`src/design/sli_pkg.sv`:
```
// ----------------------------------------------------------------------------
// sli_pkg
// Shared types and constants of the segment and line intersection block.
// ----------------------------------------------------------------------------
package sli_pkg;

    localparam int unsigned COORD_WIDTH_DEF = 32;

    typedef enum logic {
        REQ_SEGMENT = 1'b0,
        REQ_LINE    = 1'b1
    } t_req;

    // control that travels with each item down the pipeline
    typedef struct packed {
        logic valid;
        logic hit;
        logic degz;
        logic neg_x;
        logic neg_y;
    } t_ctl;

endpackage

```
`src/design/sli_skid.sv`:
```
// ----------------------------------------------------------------------------
// sli_skid
// Two-entry output buffer: output register plus skid register. The
// pipeline advances whenever the skid register is empty.
// ----------------------------------------------------------------------------
module sli_skid import sli_pkg::*; #(
    parameter int unsigned DATA_WIDTH = 2 * COORD_WIDTH_DEF + 3
) (
    input  logic                  i_clk,
    input  logic                  i_rst_n,
    input  logic                  i_valid,
    input  logic [DATA_WIDTH-1:0] i_data,
    output logic                  o_full,
    output logic                  o_valid,
    input  logic                  i_ready,
    output logic [DATA_WIDTH-1:0] o_data
);
    logic                  r_out_v, r_skid_v;
    logic [DATA_WIDTH-1:0] r_out, r_skid;

    always_ff @(posedge i_clk) begin
        if (!i_rst_n) begin
            r_out_v  <= 1'b0;
            r_skid_v <= 1'b0;
        end else if (r_skid_v) begin
            if (i_ready) begin
                r_skid_v <= 1'b0;
            end
        end else if (!r_out_v || i_ready) begin
            r_out_v <= i_valid;
        end else if (i_valid) begin
            r_skid_v <= 1'b1;
        end
    end

    always_ff @(posedge i_clk) begin
        if (r_skid_v) begin
            if (i_ready) begin
                r_out <= r_skid;
            end
        end else if (!r_out_v || i_ready) begin
            r_out <= i_data;
        end else begin
            r_skid <= i_data;
        end
    end

    assign o_full  = r_skid_v;
    assign o_valid = r_out_v;
    assign o_data  = r_out;

`ifndef SYNTH
    a_skid_needs_out: assert property (@(posedge i_clk) disable iff (!i_rst_n)
        r_skid_v |-> r_out_v)
        else $error("skid entry held without output entry");
    a_stall_to_skid: assert property (@(posedge i_clk) disable iff (!i_rst_n)
        (r_out_v && !i_ready && i_valid && !r_skid_v) |=> r_skid_v)
        else $error("stalled transfer not captured in skid");
    a_skid_drain: assert property (@(posedge i_clk) disable iff (!i_rst_n)
        (r_skid_v && i_ready) |=> (r_out_v && !r_skid_v))
        else $error("skid entry not moved to output");
`endif

endmodule

```
`config.mk`:
```
export PLATFORM = sky130hd
export DESIGN_NAME = sli_skid
export DESIGN_NICKNAME = d
export VERILOG_FILES = /design/src/design/sli_pkg.sv /design/src/design/sli_skid.sv
export SDC_FILE = /design/constraint.sdc
export NUM_CORES = 1
export LEC_CHECK = 0
export BUFFER_PORTS_ARGS = -buffer_cell sky130_fd_sc_hd__clkbuf_2
export CAP_MARGIN = 20
export CORE_MARGIN = 3
export CORE_UTILIZATION = 58
export CTS_BUF_LIST = sky130_fd_sc_hd__clkbuf_2
export DETAILED_ROUTE_END_ITERATION = 6
export GPL_TIMING_DRIVEN = 0
export MAX_ROUTING_LAYER = met4
export PLACE_DENSITY = 0.95
export SLEW_MARGIN = 40
export SYNTH_ARGS = -nofsm -noshare
export SYNTH_HDL_FRONTEND = slang
export SYNTH_SLANG_ARGS = --single-unit
```
`constraint.sdc`:
```
create_clock -name i_clk -period 20.5 [get_ports i_clk]
set_input_delay 3.075 -clock i_clk [delete_from_list [all_inputs] [get_ports i_clk]]
set_output_delay 3.075 -clock i_clk [all_outputs]
set_load 0.1 [all_outputs]
```
==> flow_results.org, run 1 <==
** Outcome
- Status :: finished clean

** Timing
- The number of failing hold endpoints at the final stage was 0.
- Setup violation total in the final timing report :: 0
- For the pin with the worst max-slew slack, the measured transition is about 0.57 ns.
- Time the worst path needs with I/O delays and setup :: approximately 4.7 ns
- Dividing the final minimum period by the clock period gives a little under a quarter.
- Post-route setup TNS :: 0 ns
- Fmax :: between 200 and 250 MHz
- The final-report max-slew violation count was 0.
- Setup repair after global routing left no endpoint under its margin.
- Between clock sinks in the finished design, the worst skew comes to 0.0366 ns.
- Tightest slew margin relative to the limit :: 62.3%

** Power
- PnR Total Power :: a little over 0.0006 W
- LEAKAGE :: between 2 and 3 nW
- Total power per unit cell area :: ~96 mW/mm2
- Highest ir drop seen on vdd :: roughly 0.05 mV

** Cells and area
- Net total in the final layout :: approximately 460
- Relative to the synthesized area, the layout overhead comes to 22.9%.
- Antenna cell count :: 0
- Commonest cells after routing, fill and taps aside :: sky130_fd_sc_hd__clkbuf_2, sky130_fd_sc_hd__edfxtp_1, sky130_fd_sc_hd__mux2_4
- Fin cells :: ~510
- Fill cells in the final layout number 540.
- The library cell used most frequently in the layout, excluding fill and tap cells, is sky130_fd_sc_hd__clkbuf_2.
- Fraction of final layout cells with drive strength greater than 1 :: 64.8%

** Routing
- Wires add up to around 9000 um.
- In this run, the number of DRC markers left after iteration 0 of detailed routing was around 110.
- First drt pass iteration count :: 4
- Remaining antenna violation count :: 0
- Post-detailed-route via-to-cell ratio :: between 5 and 6
- Summing over every cut layer, the via total after detailed routing is 2,641.
- WL per Instance :: 17.8 um
- After detailed routing, the number of remaining DRC violations is 0.

** Clock network
- Number of CTS-inserted buffers :: 17
- For the worst-skew pair, the clock arrives at the later sink with an insertion delay of ~0.62 ns.
- Gates resized during post-CTS repair numbered 0.
- The H-tree was split into 4 levels.
- After clock tree synthesis, the clock-pin slew on the worst setup and hold paths is around 0.20 ns.
- The longest clock path from root to sink contains 2 buffers.
- TritonCTS built the clock tree.
- Buffer cell driving the clock tree root :: sky130_fd_sc_hd__clkbuf_2
- Post-CTS Setup Inserts :: 0
- Count of hold buffers inserted by post-cts repair :: 0
- Count of clock tree sinks :: roughly 140

** Synth
- The netlist uses 15 different library cells.
- Each instance of the synthesized netlist takes up on average 24.1 um2.
- After synthesis the cells add up to 0.00527 mm2.
- Counting flops and latches in the post-synthesis netlist gives roughly 140.
- Sequential elements use ~77% of the synthesized area.
- Synthesized netlist cell count :: 219
- Synthesis produced a netlist with a net count of 290.
- For this run, the number of Yosys warnings is 0.

** Critical path
- Broken down by cell family, the worst path's largest delay share belongs to buffers and inverters.
- Arrival time reported for the critical path endpoint :: about 1.6 ns
- Together, buffers and inverters on the worst path number 1.
- STA classifies the critical path endpoint as a primary output.
- The most critical setup path has its startpoint at o_valid$_SDFFE_PN0P_.
- The slowest stage of the critical path belongs to the cell sky130_fd_sc_hd__clkbuf_2.
- The critical path is of the reg2out type.
- The signal on the critical path passes through clkbuf_2.
- STA classifies the critical path startpoint as a flip-flop.
- Maximum cell stage delay along the critical path :: just over 0.5 ns
- STA puts the critical path data required time at roughly 17 ns.
- The startpoint identified for the worst register-to-register timing path is o_full$_SDFF_PN0_.
- Along the worst path, the maximum fanout reaches 5.

** Global routing
- The total overflow left after global routing is 0.
- Pin count of the biggest net entering global routing :: 23
- Via count of the first global-routing pass :: around 2,800
- Global Route Usage Sum :: a little under a fifth
- Antenna violations before repair :: 0
- First-pass GRT wire length :: between 10,000 and 15,000 um

** Floorplanning
- Area enclosed by the die boundary :: 0.0103 mm2
- Core Region :: slightly below 0.009 mm2
- The initial utilization of the core area, before any placement, comes to about 60%.
- After floorplanning, the core was divided into 34 placement rows.
- 140 I/O pins were placed.
- The floorplan step set the die height to just over 100 um.
- X dimension of the die :: between 100 and 150 um

** Job
- Max Cap Violations :: 0

** Placed design
- Hpwl dp :: 6830 um
- Count of buffers inserted at the top-level ports :: ~140
- Inst Count DP :: ~480
- Final weighted congestion in routability-driven placement :: between 0.7 and 0.8

** Min path
- Type of the most critical hold path :: reg2reg
- Min-Delay Startpoint :: r_skid[32]$_DFFE_PP_
## path summary, 6_finish.rpt
check / endpoint / slack (ns) / depth (start not counted)
worst max register to register: r_skid[58]$_DFFE_PP_ / 18.45 / 6
worst min-delay path: o_data[32]$_DFFE_PP_ / 0.54 / 1
worst max-delay path: o_valid / 15.82 / 1
worst min register to register: o_data[32]$_DFFE_PP_ / 0.54 / 1
## state kept, by name, summed over array words and instances (netlist names)
name and count:
o_full 1, r_skid 67, o_valid 1, o_data 67
## layout make-up
type,count,area (um2),share of cell area (%)
Sequential cell,136,4060,62.8
Multi-Input combinational cell,75,1070,16.6
Clock inverter,14,149,2.30
Clock buffer,18,90.1,1.39
Tap cell,108,135,2.09
Buffer,8,146,2.26
Timing Repair Buffer,152,815,12.6
## cell usage after synthesis (all sizes together)
cell type    n  area (um2)
nand2        1        3.75
edfxtp     134        4020
nor3b        2        20.0
nor2b        1        6.26
dfxtp        2        40.0
mux2        67        1000
a21oi        1        5.00
o21bai       1        7.51
buf          8         146
o21ai        1        5.00
nand3b       1        7.51
## per-stage QoR
| step | area, um2 | utilization (%) | setup slack [ns] | hold WS, ns |
|---|---|---|---|---|
| floorplan | 5270 | - | 11.97 | 0.523 |
| global placement | 6100 | 69.6 | 9.79 | 0.482 |
| detailed placement | 6230 | 71.1 | 15.96 | 0.534 |
| CTS | 6470 | 73.9 | 15.72 | 0.544 |
| global route | 6470 | 73.9 | 15.69 | 0.557 |
| finish | 6470 | 73.9 | 15.82 | 0.543 |
## report_power, final
group	switching, W	leakage [nW]	internal (W)
combinational	0.000108	1.19	0.0000285
sequential	0.00000536	1.33	0.000326
clock	0.0000966	0.139	0.0000570
## kinds of logic (layout without fill, tap and decap cells)
kind of cell | Yosys count | count (layout) | synth area share (%)
buffers and inverters | 8 | 192 | 2.78
flip-flops | 136 | 136 | 77.1
AND/OR/NAND/NOR | 5 | 5 | 0.713
AO/OA/AOI/OAI | 3 | 3 | 0.332
multiplexers | 67 | 67 | 19.0
## per-layer routing
layer  wire [um]  global-route usage [%]  share of wire [%]  vias to the layer above
met5           0                       -                  0                        -
met4         137                    8.69                1.5                        0
met3         617                    5.85                6.8                       12
met2        4800                    31.4                 53                      105
met1        3560                    21.1                 39                     1297
li1            -                       -                  -                     1227
Note: power is estimated with default switching activity, not from simulation.
==> run 2: changes to the inputs <==
--- a/config.mk
+++ b/config.mk
@@ -5,15 +5,16 @@
 export SDC_FILE = /design/constraint.sdc
 export NUM_CORES = 1
 export LEC_CHECK = 0
+export ABC_AREA = 1
 export BUFFER_PORTS_ARGS = -buffer_cell sky130_fd_sc_hd__clkbuf_2
 export CAP_MARGIN = 20
 export CORE_MARGIN = 3
-export CORE_UTILIZATION = 58
+export CORE_UTILIZATION = 54
 export CTS_BUF_LIST = sky130_fd_sc_hd__clkbuf_2
 export DETAILED_ROUTE_END_ITERATION = 6
 export GPL_TIMING_DRIVEN = 0
 export MAX_ROUTING_LAYER = met4
-export PLACE_DENSITY = 0.95
+export PLACE_DENSITY = 0.93
 export SLEW_MARGIN = 40
 export SYNTH_ARGS = -nofsm -noshare
 export SYNTH_HDL_FRONTEND = slang
==> constraint.sdc (replaced) <==
create_clock -name i_clk -period 4.7 [get_ports i_clk]
set_input_delay 0.705 -clock i_clk [delete_from_list [all_inputs] [get_ports i_clk]]
set_output_delay 0.705 -clock i_clk [all_outputs]
set_load 0.1 [all_outputs]
==> run 2 against run 1 <==
  * Core utilization shrank 4.0 points
  * Synthesized cell count grew 68%
  * Critical path depth is the same
  * Final cell count grew 27%
  * Register-to-register slack lost 16 ns
  * Power grew to 4.5 times the previous value
  * Area after synthesis shrank 5.7%
  * Sequential share of layout area grew 2.9 points
==> flow_results.org, run 2 <==
** Outcome
- Status :: finished clean

** Routing
- In the final routed layout, each cell accounts on average for about 15 um.
- The detailed router placed about 3,200 vias in this run.
- Detailed router's first-iteration violation count :: around 120
- Aggregate routed wire length :: between 9000 and 10,000 um
- In this run the remaining antenna-violating nets after routing total 0.
- Before antenna repair, the detailed router went through 5 iterations.
- In the routed layout, each cell is associated on average with a via count of approximately 4.9.
- DRC violations left :: 0

** Power
- The analysis attributes to net switching a power of ~0.0009 W.
- PnR Total Power :: around 0.0028 W
- IR analysis of the VDD net gives a maximum drop of between 0.3 and 0.4 mV.
- Per report_power, the combinational group accounts for 19.7% of the total.
- In this run the power density over the cells is 453 mW/mm2.
- LEAKAGE :: roughly 2.8 nW
- Part of the power in the clock network :: between 20% and 30%
- Part of the total power dissipated in sequential elements :: approximately 50%
- Of the total power, the share spent switching nets is 32.1%.
- The internal power of the cells totals about 0.0019 W.

** Timing
- The final-report max-slew violation count was 0.
- Fin crit share :: a little under half
- Timing would allow up to 459 MHz.
- At the pin with the least slew margin, the transition time is 0.576 ns.
- Hold violation total from the final report :: 0
- Setup repair after global routing left no endpoint under its margin.
- Setup violations remaining at the end of the flow were counted as 0.
- Subtracting the final worst setup slack from the clock period gives 2.18 ns.
- Tightest slew margin relative to the limit :: 61.8%
- Clock skew on the completed layout was measured at 0.0253 ns.

** Placed design
- Inst Count DP :: roughly 620
- Routability-driven placement finished with a final weighted congestion of approximately 0.74.
- Port buffering added ~140 buffers.
- Cell area reported after detailed placement :: slightly below 0.006 mm2
- Detailed placement finished with a half-perimeter wire length of 6890 um.

** Floorplanning
- Area enclosed by the die boundary :: about 0.010 mm2
- X dimension of the die :: 102 um
- Initial core utilization :: around 56%
- After floorplanning, the core was divided into 34 placement rows.
- Core Region :: 0.00885 mm2
- Die Height :: 102 um
- Top-level port count :: 140

** Clock network
- In this run, post-CTS hold repair placed 0 buffers.
- H-Tree Depth :: 4
- The clock reaches the later pin of the worst-skew pair after 0.62 ns.
- Clock tree synthesis inserted a total of 17 buffers.
- TritonCTS built the clock tree.
- Count of clock tree sinks :: 136
- Bufs on Longest Clock Path :: 2
- Post-CTS Setup Inserts :: 0
- Buffer cell driving the clock tree root :: sky130_fd_sc_hd__clkbuf_2
- After clock tree synthesis, the repair step resized 0 gates.
- Clock transition at the register clock pins on the worst setup and hold paths after CTS :: around 0.20 ns

** Cells and area
- Fraction of final layout cells with drive strength greater than 1 :: between 30% and 40%
- Net total in the final layout :: 600
- Leaving out fill and tap cells, the most frequent cell in the layout is sky130_fd_sc_hd__nand2_1.
- Commonest cells after routing, fill and taps aside :: sky130_fd_sc_hd__nand2_1, sky130_fd_sc_hd__clkbuf_2, sky130_fd_sc_hd__edfxtp_1
- Layout Utilization :: 69.9%
- The number of antenna diodes in the final layout is 0.
- Once layout is done, the placed cells without fillers occupy 0.00618 mm2.
- Fin cells :: 649
- The area growth from synthesis to layout is 24.4%.

** Synth
- For this run, the number of Yosys warnings is 0.
- sky130_fd_sc_hd__edfxtp_1 takes more of the synthesized area than any other cell.
- Count of flip-flops with a built-in enable after synthesis :: between 100 and 150
- After synthesis, the share of flip-flops with an asynchronous set or reset is 0%.
- Synthesis instantiated 10 different standard cells from the library.
- Syn avg cell area :: 13.5 um2
- The share of the Yosys chip area taken by registers is around 82%.
- Post-synthesis sequential element count :: approximately 140
- The most used flip-flop cell after synthesis is sky130_fd_sc_hd__edfxtp_1.
- Synth top area share :: 81.0%
- Most common cell in the netlist :: sky130_fd_sc_hd__nand2_1
- The cell area that synthesis handed to floorplanning was 0.00497 mm2.
- Synthesized netlist cell count :: 367
- When the netlist entered floorplanning its net count stood at about 440.
- In the synthesized netlist, the cells that appear most often are sky130_fd_sc_hd__nand2_1, sky130_fd_sc_hd__edfxtp_1, sky130_fd_sc_hd__buf_2.
- Top cells by area, synth :: sky130_fd_sc_hd__edfxtp_1, sky130_fd_sc_hd__nand2_1, sky130_fd_sc_hd__buf_2

** Critical path
- R2R Path End :: o_data[2]$_DFFE_PP_
- STA classifies the critical path endpoint as a primary output.
- Type of the worst setup path :: reg2out
- In this run the register-to-register setup slack is approximately 2.8 ns.
- Arrival time reported for the critical path endpoint :: around 1.5 ns
- Counting both buffers and inverters, the worst setup path holds a total of 1.
- Library cell contributing the largest single delay on the critical path :: sky130_fd_sc_hd__clkbuf_2
- In this run the worst setup path begins at o_data[60]$_DFFE_PP_.
- Cell breakdown of the critical path :: clkbuf_2
- Maximum cell stage delay along the critical path :: approximately 0.46 ns
- For the worst setup path, the data required time is ~4.0 ns.
- The startpoint identified for the worst register-to-register timing path is o_full$_SDFF_PN0_.
- Worst-case reg-to-reg path depth :: 6
- Largest driver fanout on the critical path :: 1
- Largest delay share family, worst path :: buffers and inverters
- Startpoint class of the critical path :: flip-flop

** Min path
- The worst hold path terminates at r_skid[16]$_DFFE_PP_.
- Worst hold path depth :: 1
- The worst hold path begins at i_data[16].
- Type of the most critical hold path :: in2reg

** Global routing
- The first global-routing pass estimated between 15,000 and 20,000 um of wire.
- Pin count of the biggest net entering global routing :: 37
- For this run, the total global-route usage over all layers was measured as a little over 20%.
- The number of antenna violations at the first check in global routing was 0.
- Via count of the first global-routing pass :: 3,227
- For this run the aggregate overflow at the end of global routing stands at 0.

** Job
- The tool flagged a number of max-cap violations equal to 0.
[run 2: cell types whose count changed in the layout (fill, tap and decap cells not counted), sizes merged, moves of 2 or more]
cell      change
mux2         -67
bufinv        +3
buf           -2
nor3b         -2
nor2          +2
inv           +3
nand2       +207
clkinvlp      -2
clkinv        -2
[run 2: metal layers]
layer  vias up  global-route usage (%)  share of wire, %
li1       1574                       -                 -
met4         0                    8.98               2.0
met2       134                    32.3                50
met1      1472                    24.7                42
met3        19                    4.85               6.5
met5         -                       -                 0
[run 2: worst max path at each step]
| stage | to | slack [ns] | cells after the start |
|---|---|---|---|
| after floorplan | r_skid[0]$_DFFE_PP_ | 0.26 | 2 |
| after global placement | r_skid[17]$_DFFE_PP_ | -0.66 | 4 |
| after detailed placement | o_data[13]$_DFFE_PP_ | 2.58 | 6 |
| after CTS | o_data[55] | 2.45 | 1 |
| after global routing | o_data[55] | 2.39 | 1 |
| final | o_data[60] | 2.52 | 1 |
[run 2: final cells by class]
| class | count | area, um2 |
|---|---|---|
| Buffer | 15 | 92.6 |
| Multi-Input combinational cell | 212 | 806 |
| Fill cell | 643 | 2670 |
| Clock buffer | 19 | 95.1 |
| Clock inverter | 12 | 199 |
| Timing Repair Buffer | 143 | 773 |
| Inverter | 4 | 17.5 |
| Sequential cell | 136 | 4060 |
| Tap cell | 108 | 135 |
[run 2: power by group through the flow]
stage          clock [W]  sequential, W  combinational, W
2_1_floorplan          0        0.00185         0.0000566
3_3_place_gp           0        0.00147          0.000536
3_5_place_dp           0        0.00147          0.000553
4_1_cts         0.000825        0.00144          0.000554
5_1_grt         0.000878        0.00145          0.000574
6_report        0.000809        0.00144          0.000551
[run 2: cell families (layout without fill, tap and decap cells)]
group | after synthesis | in the layout | synth area share, %
buf+inv | 19 | 193 | 2.16
flops | 136 | 136 | 81.8
compound gates | 2 | 2 | 0.201
simple gates | 210 | 210 | 15.9
[run 2: stage by stage]
step                TNS, ns  hold slack (ns)  worst slack [ns]
finish                    0            0.253              2.52
global route              0            0.144              2.39
CTS                       0            0.198              2.45
detailed placement        0            0.465              2.58
global placement     -43.70            0.460            -0.656
floorplan                 0            0.491             0.263
==> run 3: changes to the inputs <==
--- a/config.mk
+++ b/config.mk
@@ -5,16 +5,16 @@
 export SDC_FILE = /design/constraint.sdc
 export NUM_CORES = 1
 export LEC_CHECK = 0
-export ABC_AREA = 1
+export ABC_AREA = 0
 export BUFFER_PORTS_ARGS = -buffer_cell sky130_fd_sc_hd__clkbuf_2
 export CAP_MARGIN = 20
 export CORE_MARGIN = 3
-export CORE_UTILIZATION = 54
+export CORE_UTILIZATION = 49
 export CTS_BUF_LIST = sky130_fd_sc_hd__clkbuf_2
 export DETAILED_ROUTE_END_ITERATION = 6
 export GPL_TIMING_DRIVEN = 0
 export MAX_ROUTING_LAYER = met4
-export PLACE_DENSITY = 0.93
+export PLACE_DENSITY = 0.89
 export SLEW_MARGIN = 40
 export SYNTH_ARGS = -nofsm -noshare
 export SYNTH_HDL_FRONTEND = slang
==> constraint.sdc (replaced) <==
create_clock -name i_clk -period 2 [get_ports i_clk]
set_input_delay 0.3 -clock i_clk [delete_from_list [all_inputs] [get_ports i_clk]]
set_output_delay 0.3 -clock i_clk [all_outputs]
set_load 0.1 [all_outputs]
==> run 3 against run 2 <==
  * Non-clock buffer count grew 74
  * Clock power grew 95%
  * Sequential power grew 140%
  * Sequential share of layout area shrank 9.7 points
  * Core utilization grew 0.26 points
  * Hold slack gained 0.13 ns
  * Clock skew grew 0.012 ns
  * Worst setup slack lost 2.3 ns
  * Die area grew 16%
  * Largest cell class unchanged
  * Largest power group unchanged
  * Highest routed layer unchanged
==> flow_results.org, run 3 (same netlist as run 1, synthesis figures left out) <==
** Power
- In this run the static leakage power is ~3.0 nW.
- PnR Total Power :: 0.00650 W
- For this design the ratio of total power to cell area is about 900 mW/mm2.
- IR analysis of the VDD net gives a maximum drop of slightly above 0.5 mV.

** Timing
- Setup violation total in the final timing report :: 0
- The clock arrives with roughly 0.038 ns of skew.
- Time the worst path needs with I/O delays and setup :: approximately 1.8 ns
- Worst-Margin Slew :: roughly 0.56 ns
- Hold violation total from the final report :: 0
- Headroom to the max-slew limit came out at a little over three fifths.
- Final-report max-slew violation count :: 0
- Fin crit share :: approximately nine tenths
- Fmax :: ~550 MHz
- Setup repair after global routing left no endpoint under its margin.

** Critical path
- Of all nets on the critical path, the largest fanout is 11.
- In this run the critical register-to-register path is launched from o_full$_SDFF_PN0_.
- Library cell contributing the largest single delay on the critical path :: sky130_fd_sc_hd__dfxtp_4
- The largest single stage delay on the critical path is about 0.40 ns.
- Startpoint class of the critical path :: flip-flop
- Endpoint kind of the worst setup timing path :: flip-flop
- Arrival time reported for the critical path endpoint :: 2.16 ns
- Buf+Inv Stages, Crit Path :: 5
- The endpoint identified for the worst register-to-register timing path is r_skid[1]$_DFFE_PP_.
- Type of the worst setup path :: reg2reg
- Setup slack of the worst register-to-register path :: between 0.15 and 0.2 ns
- Worst-case reg-to-reg path depth :: 6
- Worst endpoint required time :: 2.35 ns
- Largest delay share family, worst path :: buffers and inverters
- Cell breakdown of the critical path :: buf_12 > buf_12 > nor3b_4 > buf_6 > buf_6 > buf_4

** Global routing
- The number of global-route vias before repair was 3,139.
- Entering global routing, the biggest net connects 18 pins.
- Antenna violations before repair :: 0
- Met1 Track Usage GR :: roughly 20%
- First-pass GRT wire length :: about 15,000 um
- In the global route stage, met2 resource usage came out at ~30%.
- For this run, the total global-route usage over all layers was measured as between 15 and 20%.
- Global-route layer with the greatest usage :: met2
- For this run, global-route usage on met3 was measured as under 10%.
- For this run the aggregate overflow at the end of global routing stands at 0.

** Cells and area
- The repair_antennas step left the layout with diodes totalling 0.
- Net total in the final layout :: around 530
- Layout Utilization :: a little over two thirds
- In the final layout, the multi-input gates occupy ~0.0011 mm2.
- Fill cells in the final layout number approximately 670.
- Synthesis-to-layout area growth :: 38.1%
- Leaving out fill and tap cells, the most frequent cells in the layout are sky130_fd_sc_hd__clkbuf_2, sky130_fd_sc_hd__edfxtp_1, sky130_fd_sc_hd__dlygate4sd3_1.
- Combined flip-flop and latch cell area :: ~0.004 mm2
- Fraction of final layout cells with drive strength greater than 1 :: 54.8%
- Commonest non-fill, non-tap cell in the layout :: sky130_fd_sc_hd__clkbuf_2

** Min path
- In this run the worst hold path is classified as in2reg.
- The worst hold path terminates at r_skid[57]$_DFFE_PP_.
- Worst hold path depth :: 2
- The startpoint identified for the worst hold timing path is i_data[57].

** Clock network
- Buffer cell driving the clock tree root :: sky130_fd_sc_hd__clkbuf_2
- The number of gates resized after CTS was 0.
- Count of clock tree sinks :: roughly 140
- Number of CTS-inserted buffers :: 17
- The clock passes through at most 2 buffers.
- Clock tree from TritonCTS :: built
- Insertion delay of the later-clocked pin in the worst-skew pair :: between 0.6 and 0.7 ns
- Clock transition at the register clock pins on the worst setup and hold paths after CTS :: 0.21 ns
- H-Tree Depth :: 4

** Job
- Max-cap violations in this run came to 0.

** Routing
- Summing over every cut layer, the via total after detailed routing is roughly 2,900.
- For this run, design rule violations remaining after detail routing come to 0.
- The first TritonRoute pass finished after 4 iterations.
- WL per Instance :: 16.5 um
- Post-detailed-route via-to-cell ratio :: ~4.7
- For this block, the initial DRC count from the detailed router was 89.
- For this block, the routed nets add up to around 10,000 um of wire.
- Remaining antenna violation count :: 0

** Floorplanning
- The core region is a little over 0.01 mm2.
- Initial core utilization :: around half
- From bottom edge to top edge, the die measures between 100 and 150 um.
- X dimension of the die :: about 110 um
- After floorplanning, the core was divided into 37 placement rows.
- The floorplan step defined a die boundary enclosing around 0.012 mm2.
- Top-level port count :: 140

** Placed design
- Detailed placement ended at an HPWL of 6640 um.
- At the end of routability-driven placement, the weighted congestion stood at ~0.68.
- In this run the tool buffered the top-level ports with approximately 140 buffer cells.

** Outcome
- The run finished with clean final reports.
## run 3: changes by cell type in the layout (fill, tap and decap cells not counted), sizes merged, moves of 3 or more
cell	delta
nand2	-207
inv	-6
clkinv	+3
dlygate4sd3	+71
mux2	+67
buf	+3
## run 3: worst max path at each step
| stage | startpoint | to | slack (ns) | depth (start not counted) |
|---|---|---|---|---|
| finish | o_full$_SDFF_PN0_ | r_skid[1]$_DFFE_PP_ | 0.19 | 6 |
| floorplan | o_full$_SDFF_PN0_ | r_skid[0]$_DFFE_PP_ | -0.94 | 3 |
| CTS | o_full$_SDFF_PN0_ | o_data[29]$_DFFE_PP_ | 0.02 | 6 |
| detailed placement | o_full$_SDFF_PN0_ | r_skid[0]$_DFFE_PP_ | -0.02 | 6 |
| global placement | o_full$_SDFF_PN0_ | r_skid[3]$_DFFE_PP_ | -1.56 | 3 |
| global route | o_valid$_SDFFE_PN0P_ | o_valid | 0.08 | 1 |
## run 3: worst reg2reg max path: cells and delay by family, from the launching register on
family | cells | cell delay [ns]
buffers and inverters | 5 | 0.86
DFF | 1 | 0.40
and+or+nand+nor | 1 | 0.25
## run 3: power by group
| part | switching, W | internal (W) | total (W) | leakage [nW] |
|---|---|---|---|---|
| registers | 0.0000543 | 0.00334 | 0.00340 | 1.33 |
| logic | 0.00113 | 0.000396 | 0.00153 | 1.51 |
| clock network | 0.000917 | 0.000664 | 0.00158 | 0.135 |
## run 3: what timing repair did
item	4_1_cts	5_1_grt
hold endpoints to repair	136	0
pin swaps	1	1
hold buffers	71	0
buffers inserted	2	2
setup endpoints to repair	10	2
## run 3: through the flow
stage	instances	hold slack (ns)	setup slack (ns)	TNS, ns	instance area (um2)
floorplan	219	0.360	-0.939	-77.72	5310
global placement	494	0.491	-1.56	-139.20	6180
detailed placement	504	0.495	-0.0241	-0.239	6310
CTS	607	0.281	0.0238	0	7260
global route	609	0.304	0.0838	0	7270
finish	609	0.382	0.187	0	7270
## run 3: layer usage
metal	up-vias	routed length, um
met5	-	0
met4	0	155
met3	17	701
met2	111	5190
met1	1389	4020
li1	1368	-
## run 3: final cells by class
| type | instances | area share [%] |
|---|---|---|
| Sequential cell | 136 | 56.0 |
| Timing Repair Buffer | 224 | 21.5 |
| Multi-Input combinational cell | 75 | 14.8 |
| Tap cell | 136 | 2.34 |
| Buffer | 8 | 2.20 |
| Clock inverter | 12 | 1.86 |
| Clock buffer | 18 | 1.24 |
